File: src/rtl/lbf_pkg.sv
// Shared codes for the letterbox fit and pointer map unit.
package lbf_pkg;

  typedef enum logic [1:0] {
    CLASS_EXACT    = 2'd0,
    CLASS_INTEGER  = 2'd1,
    CLASS_BILINEAR = 2'd2
  } scale_class_t;

  localparam int unsigned CFG_ADDR_BITS = 4;

  localparam logic [1:0] REG_CLIENT_W = 2'd0;
  localparam logic [1:0] REG_CLIENT_H = 2'd1;
  localparam logic [1:0] REG_AUTH_W   = 2'd2;
  localparam logic [1:0] REG_AUTH_H   = 2'd3;

endpackage

File: src/rtl/lbf_div_cell.sv
// One restoring-division step: one quotient bit per cell, handed to the next cell.
module lbf_div_cell
  import lbf_pkg::*;
#(
  parameter int W = 16
) (
  input  logic         clk,
  input  logic         en,
  input  logic [W-1:0] rem_i,
  input  logic [W-1:0] lo_i,
  input  logic [W-1:0] den_i,
  output logic [W-1:0] rem_o,
  output logic [W-1:0] lo_o,
  output logic [W-1:0] den_o
);

  logic [W:0] trial;
  logic [W:0] diff;
  logic       ge;

  assign trial = {rem_i, lo_i[W-1]};
  assign diff  = trial - {1'b0, den_i};
  assign ge    = (trial >= {1'b0, den_i});

  always_ff @(posedge clk) begin
    if (en) begin
      rem_o <= ge ? diff[W-1:0] : trial[W-1:0];
      lo_o  <= {lo_i[W-2:0], ge};
      den_o <= den_i;
    end
  end

endmodule

File: src/rtl/lbf_div_chain.sv
// Row of W registered division cells: 2W-bit dividend over W-bit divisor.
module lbf_div_chain
  import lbf_pkg::*;
#(
  parameter int W = 16
) (
  input  logic           clk,
  input  logic           en,
  input  logic [2*W-1:0] num_i,
  input  logic [W-1:0]   den_i,
  output logic [W-1:0]   quo_o,
  output logic [W-1:0]   rem_o
);

  // dividend high half must be below the divisor for the quotient to fit
  logic [W-1:0] rem_w [W+1];
  logic [W-1:0] lo_w  [W+1];
  logic [W-1:0] den_w [W+1];

  assign rem_w[0] = num_i[2*W-1:W];
  assign lo_w[0]  = num_i[W-1:0];
  assign den_w[0] = den_i;

  for (genvar i = 0; i < W; i++) begin : g_cell
    lbf_div_cell #(.W(W)) u_cell (
      .clk   (clk),
      .en    (en),
      .rem_i (rem_w[i]),
      .lo_i  (lo_w[i]),
      .den_i (den_w[i]),
      .rem_o (rem_w[i+1]),
      .lo_o  (lo_w[i+1]),
      .den_o (den_w[i+1])
    );
  end

  assign quo_o = lo_w[W];
  assign rem_o = rem_w[W];

endmodule

File: config.mk
export PLATFORM = sky130hd
export DESIGN_NAME = lbf_div_chain
export DESIGN_NICKNAME = d
export VERILOG_FILES = /design/src/rtl/lbf_pkg.sv /design/src/rtl/lbf_div_cell.sv /design/src/rtl/lbf_div_chain.sv
export SDC_FILE = /design/constraint.sdc
export NUM_CORES = 1
export LEC_CHECK = 0
export BUFFER_PORTS_ARGS = -buffer_cell sky130_fd_sc_hd__buf_2
export CORE_ASPECT_RATIO = 0.7
export CORE_MARGIN = 3
export CORE_UTILIZATION = 35
export CTS_BUF_LIST = sky130_fd_sc_hd__clkbuf_16
export CTS_CLUSTER_DIAMETER = 150
export DETAILED_ROUTE_END_ITERATION = 16
export HOLD_SLACK_MARGIN = 0.05
export PLACE_DENSITY_LB_ADDON = 0.1
export SYNTH_ARGS = -nofsm -noshare
export SYNTH_HDL_FRONTEND = slang
export SYNTH_HIERARCHICAL = 1
export SYNTH_SLANG_ARGS = --single-unit
File: constraint.sdc
create_clock -name clk -period 3.2 [get_ports clk]
set_input_delay 0.32 -clock clk [delete_from_list [all_inputs] [get_ports clk]]
set_output_delay 0.32 -clock clk [all_outputs]
set_load 0.05 [all_outputs]
==> results of run 1 <==
## per-layer routing
layer	vias to the layer above	part of all wire	global-route usage
met2	768	0.33	0.190
li1	12738	-	-
met1	12962	0.58	0.301
met4	0	0.015	0.0338
met3	123	0.077	0.0459
met5	-	0	0
## worst register-to-register path: stages, from the launching register on
cell and delay [ps]:
edfxtp_1 410, inv_1 70, ha_1 370, o21ai_0 490, o211ai_1 210, o21ai_2 300
o211ai_2 180, a31oi_4 230, buf_12 200, mux2_2 380
## state kept, by name, summed over array words and instances (netlist names)
register             count
g_cell.u_cell/lo_o     256
g_cell.u_cell/rem_o    256
g_cell.u_cell/den_o    240
## stage by stage
stage / area (µm²) / setup slack (ps)
final: 47600 / 102
after detailed placement: 44200 / -59.9
after floorplan: 41300 / 305
after CTS: 47500 / 50.1
after global routing: 47600 / 10.6
after global placement: 44200 / -58.4
## area by class of cell
class                           count  area, µm²
Clock buffer                       82       2050
Clock inverter                     66        753
Fill cell                       10751      68400
Inverter                          358       1340
Multi-Input combinational cell   2061      16900
Sequential cell                   752      22600
Tap cell                         1537       1920
Timing Repair Buffer              233       2030
## how the worst min path moves through the flow
stage | start | end | slack (ps) | cells past startpoint
after CTS | num_i[31] | g_cell[0].u_cell/lo_o[0] | 150 | 4
after floorplan | g_cell[9].u_cell/lo_o[9] | g_cell[10].u_cell/lo_o[10] | 400 | 0
after global placement | g_cell[4].u_cell/lo_o[3] | g_cell[5].u_cell/lo_o[4] | 400 | 0
after global routing | num_i[31] | g_cell[0].u_cell/lo_o[0] | 200 | 4
final | num_i[31] | g_cell[0].u_cell/lo_o[0] | 220 | 4
after detailed placement | g_cell[9].u_cell/lo_o[7] | g_cell[10].u_cell/lo_o[8] | 400 | 0
## power by group
group / switching (mW) / total (mW) / internal (mW) / leakage [nW]
clock network: 4.23 / 9.94 / 5.71 / 1.40
logic: 11.9 / 22.0 / 10.1 / 10.2
registers: 1.30 / 15.3 / 14.0 / 7.34
total: 17.4 / 47.2 / 29.8 / 18.9
## placed cells by master (no fill, tap or decap), types with 66 or more instances in the layout
| cell type | count |
|---|---|
| a211oi_1 | 66 |
| edfxtp_1 | 752 |
| a21o_1 | 86 |
| clkbuf_16 | 82 |
| nor2_1 | 167 |
| xnor2_1 | 86 |
| mux2_4 | 96 |
| nand2_1 | 121 |
| ha_1 | 256 |
| buf_2 | 80 |
| inv_1 | 369 |
| mux2_2 | 116 |
| o21ai_0 | 171 |
| buf_4 | 76 |
| a21oi_1 | 198 |
## what timing repair did
| item | CTS | global route |
|---|---|---|
| endpoints found under the hold margin | 67 | 0 |
| endpoints found under the setup margin | 14 | 68 |
| pin swaps | 0 | 3 |
| gates resized for setup | 2 | 10 |
| hold buffers | 48 | 0 |
| buffers inserted | 0 | 3 |
==> summary.txt, run 1 <==
GRT
  • First-pass GRT wire length: 160 mm
  • Total global routing overflow: 0
  • Maximum number of pins on one net before global-route repair: between 100 and 150
  • Vias in the first global route: around 26000
  • All-layer global routing usage: 0.170
  • Initial antenna violation count: 1

Clock network
  • CTS root buf: clkbuf_16
  • TritonCTS clock tree: yes
  • Clock tree buffer depth: 3
  • Worst-path clk slew: 60 ps
  • Worst-skew pair later-pin latency: ~670 ps
  • Clock Sink Count: ~750
  • H-tree levels: 3
  • Number of buffers created by CTS: 82

Setup path
  • CP Launch Type: flop
  • Slowest cell on crit path: o21ai_0
  • Worst Path Buf+Inv: 2
  • Worst Setup SP: g_cell[5].u_cell/den_o[5]
  • Reg2Reg Setup Slack: between 100 and 150 ps
  • Max incr delay on CP: 490 ps
  • Cell family with most CP delay: compound AO/OA/AOI/OAI gates
  • Worst endpoint required time: 3610 ps
  • Crit path kind: reg -> reg
  • Reg2reg start: g_cell[5].u_cell/den_o[5]
  • Reg2Reg Depth: 9
  • CP Capture Type: flop
  • CP max FO: 17
  • FF-to-FF End: g_cell[6].u_cell/rem_o[3]
  • CP Depth: 9
  • Crit-path cells: inv_1 -> ha_1 -> o21ai_0 -> o211ai_1 -> o21ai_2 -> o211ai_2 -> a31oi_4 -> buf_12 -> mux2_2
  • Worst Setup EP: g_cell[6].u_cell/rem_o[3]
  • Arrival time at the worst endpoint: approximately 3500 ps

Placed design
  • I/O Buffers: 81
  • Cells after DPL: 4890
  • Final Wtd Congestion: 0.877
  • DP Wirelength: between 70 and 80 mm

Yosys
  • Mapped Area: just over 0.04 mm²
  • Syn_area_per_cell: roughly 13 µm²
  • Gate Count Post-Synth: about 3200
  • Synthesis Warnings: 6
  • Syn nets: 3559

Floorplan
  • DIE AREA: about 0.12 mm²
  • Site Rows: between 100 and 150
  • Die X: roughly 420 µm
  • Core area: 0.116 mm²
  • Num ports: 82
  • Height of the die: ~290 µm
  • Starting Density: 0.356

Timing
  • Final Hold Viols: 0
  • Worst Max-Slew Pin Slew: roughly 1000 ps
  • Setup TNS: 0 ps
  • Final min period: between 3000 and 4000 ps
  • Slew HR: 0.337
  • Setup violators final: 0
  • Max Transition Viols Final: 0
  • Worst clock skew: between 30 and 40 ps
  • Fmax: 323 MHz
  • Final Cycle Share: 0.968
  • WHS: 217 ps
  • RSZ-0062 raised after global routing: no

Routing
  • Vias/cell: 5.23
  • Drt wl/cell: 20.6 µm
  • Drt drc: 0
  • 1st-iter DRT viols: approximately 2500
  • Drt pass-1 iters: 6
  • ANT nets after route: 0
  • WL final: between 100 and 150 mm
  • Routed via count: 26591

Layout
  • Layout area overhead: 15.3%
  • Layout Utilization: 0.410
  • Share of layout cells above drive strength 1: 0.179
  • Non-Filler Instances: around 5000
  • Fin nets: about 3800
  • Inserted Diodes: 0

Power
  • Power density over the cells: around 1000 mW/mm²
  • Final total power: around 47 mW
  • Static Leakage: about 19 nW
  • Worst vdd ir: about 450 µV

Run
  • Maxcap violations: 0

Min path
  • Hold Crit Class: in -> reg

Status
  • Status: finished clean
No activity file was read; power rests on OpenSTA's default activity.
==> inputs of run 2 (changes only) <==
- clock period: 3.2 -> 2.7 ns (I/O delays scaled with it)
==> summary.txt, run 2 (same netlist as run 1, synthesis figures left out) <==
Routing
  • Drt wl/cell: 19.7 µm (-3.9%)
  • Drt drc: 0 (unchanged)
  • WL final: 113 mm (+8.0%)
  • 1st-iter DRT viols: 2363 (-6.6%)
  • Drt pass-1 iters: 5 (-1)
  • Routed via count: 29076 (+9.3%)
  • ANT nets after route: 0 (unchanged)
  • Vias/cell: 5.08 (-2.7%)

Floorplan
  • Site Rows: 104 (unchanged)
  • DIE AREA: 0.122 mm² (unchanged)
  • Die X: 416 µm (unchanged)
  • Starting Density: 0.356 (unchanged)
  • Num ports: 82 (unchanged)
  • Height of the die: 293 µm (unchanged)
  • Core area: 0.116 mm² (unchanged)

Layout
  • Share of layout cells above drive strength 1: 0.352 (+0.173)
  • Top flop regs: g_cell.u_cell/lo_o: 256 flops, g_cell.u_cell/rem_o: 256 flops, g_cell.u_cell/den_o: 240 flops
  • Layout area overhead: 32.4%
  • Most common cell after layout, fill and taps aside: edfxtp_1
  • Filler cells: 10313 (-4.1%)
  • Commonest cells after routing, fill and taps aside: edfxtp_1 (752), buf_4 (644), inv_1 (348)
  • Fin nets: 4435 (+16%)
  • Post-route cell area: 0.0546 mm² (+15%)
  • Non-Filler Instances: 5720 (+12%)

Setup path
  • Arrival time at the worst endpoint: 3340 ps (-170 ps)
  • Worst Setup SP: g_cell[7].u_cell/den_o[8]
  • Worst endpoint required time: 3130 ps (-480 ps)
  • Reg2reg start: g_cell[7].u_cell/den_o[8]
  • Crit path kind: reg -> reg
  • CP Launch Type: flop
  • CP max FO: 7 (-10)
  • CP Capture Type: flop

Status
  • Failing checks: negative setup slack
  • Status: finished with violations

Min path
  • Hold Crit Start: num_i[31]
  • Hold Crit Class: in -> reg

Clock network
  • Worst-skew pair later-pin latency: 700 ps (+30 ps)
  • Clock tree buffer depth: 3 (unchanged)
  • CTS root buf: clkbuf_16
  • Clock Sink Count: 752 (unchanged)
  • TritonCTS clock tree: yes
  • Worst-path clk slew: 60 ps (about the same)
  • Number of buffers created by CTS: 84 (+2.4%)
  • H-tree levels: 3 (unchanged)

Timing
  • Final min period: 2910 ps (-187 ps)
  • Worst Max-Slew Pin Slew: 1130 ps (+147 ps)
  • Slew HR: 0.237 (-0.100)
  • Final Cycle Share: 1.08 (+0.110)
  • Max Transition Viols Final: 0 (unchanged)
  • Setup ws final: -211 ps (-313 ps)
  • Setup violators final: 74 (+74)
  • Fmax: 343 MHz (+6.4%)
  • Final Hold Viols: 0 (unchanged)
  • Worst clock skew: 35.2 ps (+3.18 ps)
  • RSZ-0062 raised after global routing: yes
  • WHS: 183 ps (-34.8 ps)

Power
  • Worst vdd ir: 586 µV (+30%)
  • Static Leakage: 22.3 nW (+18%)
  • Final total power: 64.4 mW (+36%)
  • Power density over the cells: 1180 mW/mm² (+19%)

GRT
  • Initial antenna violation count: 2 (+1)
  • All-layer global routing usage: 0.180 (+0.0104)
  • First-pass GRT wire length: 171 mm (+6.3%)
  • Maximum number of pins on one net before global-route repair: 87 (-22%)
  • Vias in the first global route: 28136 (+10%)
  • Total global routing overflow: 0 (unchanged)

Placed design
  • I/O Buffers: 81 (unchanged)
  • Final Wtd Congestion: 0.943 (+7.5%)
  • Cells after DPL: 5356 (+9.5%)
  • DP Area: 0.0478 mm² (+8.1%)
  • DP Wirelength: 82.6 mm (+4.3%)

Run
  • Maxcap violations: 0 (unchanged)
run 2: changes by cell type in the layout (fill, tap and decap cells not counted), sizes merged:
cell	before	now
buf	185	805
bufinv	12	13
clkbuf	82	88
clkinv	36	38
clkinvlp	3	8
diode	0	1
inv	373	369
run 2: routing by layer:
metal,global-route usage,vias to the layer above,part of all wire
li1,-,13970,-
met1,0.310,14156,0.56
met2,0.217,815,0.36
met3,0.0445,135,0.068
met4,0.0350,0,0.018
met5,0,-,0
run 2: critical path, stage by stage (launching register included):
cell	delay [ps]
edfxtp_1	470
inv_2	70
ha_4	280
buf_6	90
nand4_1	240
or4_4	640
o211ai_4	130
a31oi_4	130
buf_6	150
buf_12	140
mux2_4	300
run 2: repair_timing:
item                                   in CTS  in global routing
hold buffers                               48                  0
gates cloned                                8                  3
endpoints found under the hold margin      69                  0
pin swaps                                  42                117
gates resized for setup                   177                240
buffers inserted                           70                 99
setup endpoints to repair                 196                245
run 2: area by class of cell:
class | count | area [µm²] | share of cell area
flip-flops and latches | 752 | 22600 | 0.413
multi-input cells | 2061 | 18800 | 0.344
repair buffers | 856 | 7050 | 0.129
clock buffers | 85 | 2130 | 0.0389
well taps | 1537 | 1920 | 0.0352
inverters | 358 | 1340 | 0.0246
clock inverters | 70 | 793 | 0.0145
diodes | 1 | 2.50 | 0.0000458
run 2: path summary, 6_finish.rpt:
| kind | endpoint | slack (ps) | depth (start not counted) |
|---|---|---|---|
| hold / removal | g_cell[0].u_cell/rem_o[14] | 180 | 4 |
| hold reg to reg | g_cell[1].u_cell/lo_o[14] | 390 | 0 |
| setup / recovery | g_cell[8].u_cell/rem_o[7] | -210 | 10 |
| setup reg to reg | g_cell[8].u_cell/rem_o[7] | -210 | 10 |
run 2: stage by stage:
stage / TNS (ps) / setup slack (ps) / utilization
floorplan: 0 / 2.68 / -
global placement: -16800 / -357 / 0.412
detailed placement: -20540 / -387 / 0.412
CTS: -1610 / -111 / 0.456
global route: -12400 / -247 / 0.471
finish: -6900 / -211 / 0.471
run 2: power by group:
part | switching (mW) | leakage (nW) | total [mW] | internal, mW
logic | 16.4 | 13.5 | 34.0 | 17.6
clock network | 5.05 | 1.43 | 12.1 | 7.05
registers | 1.69 | 7.34 | 18.3 | 16.6
total | 23.2 | 22.3 | 64.4 | 41.3
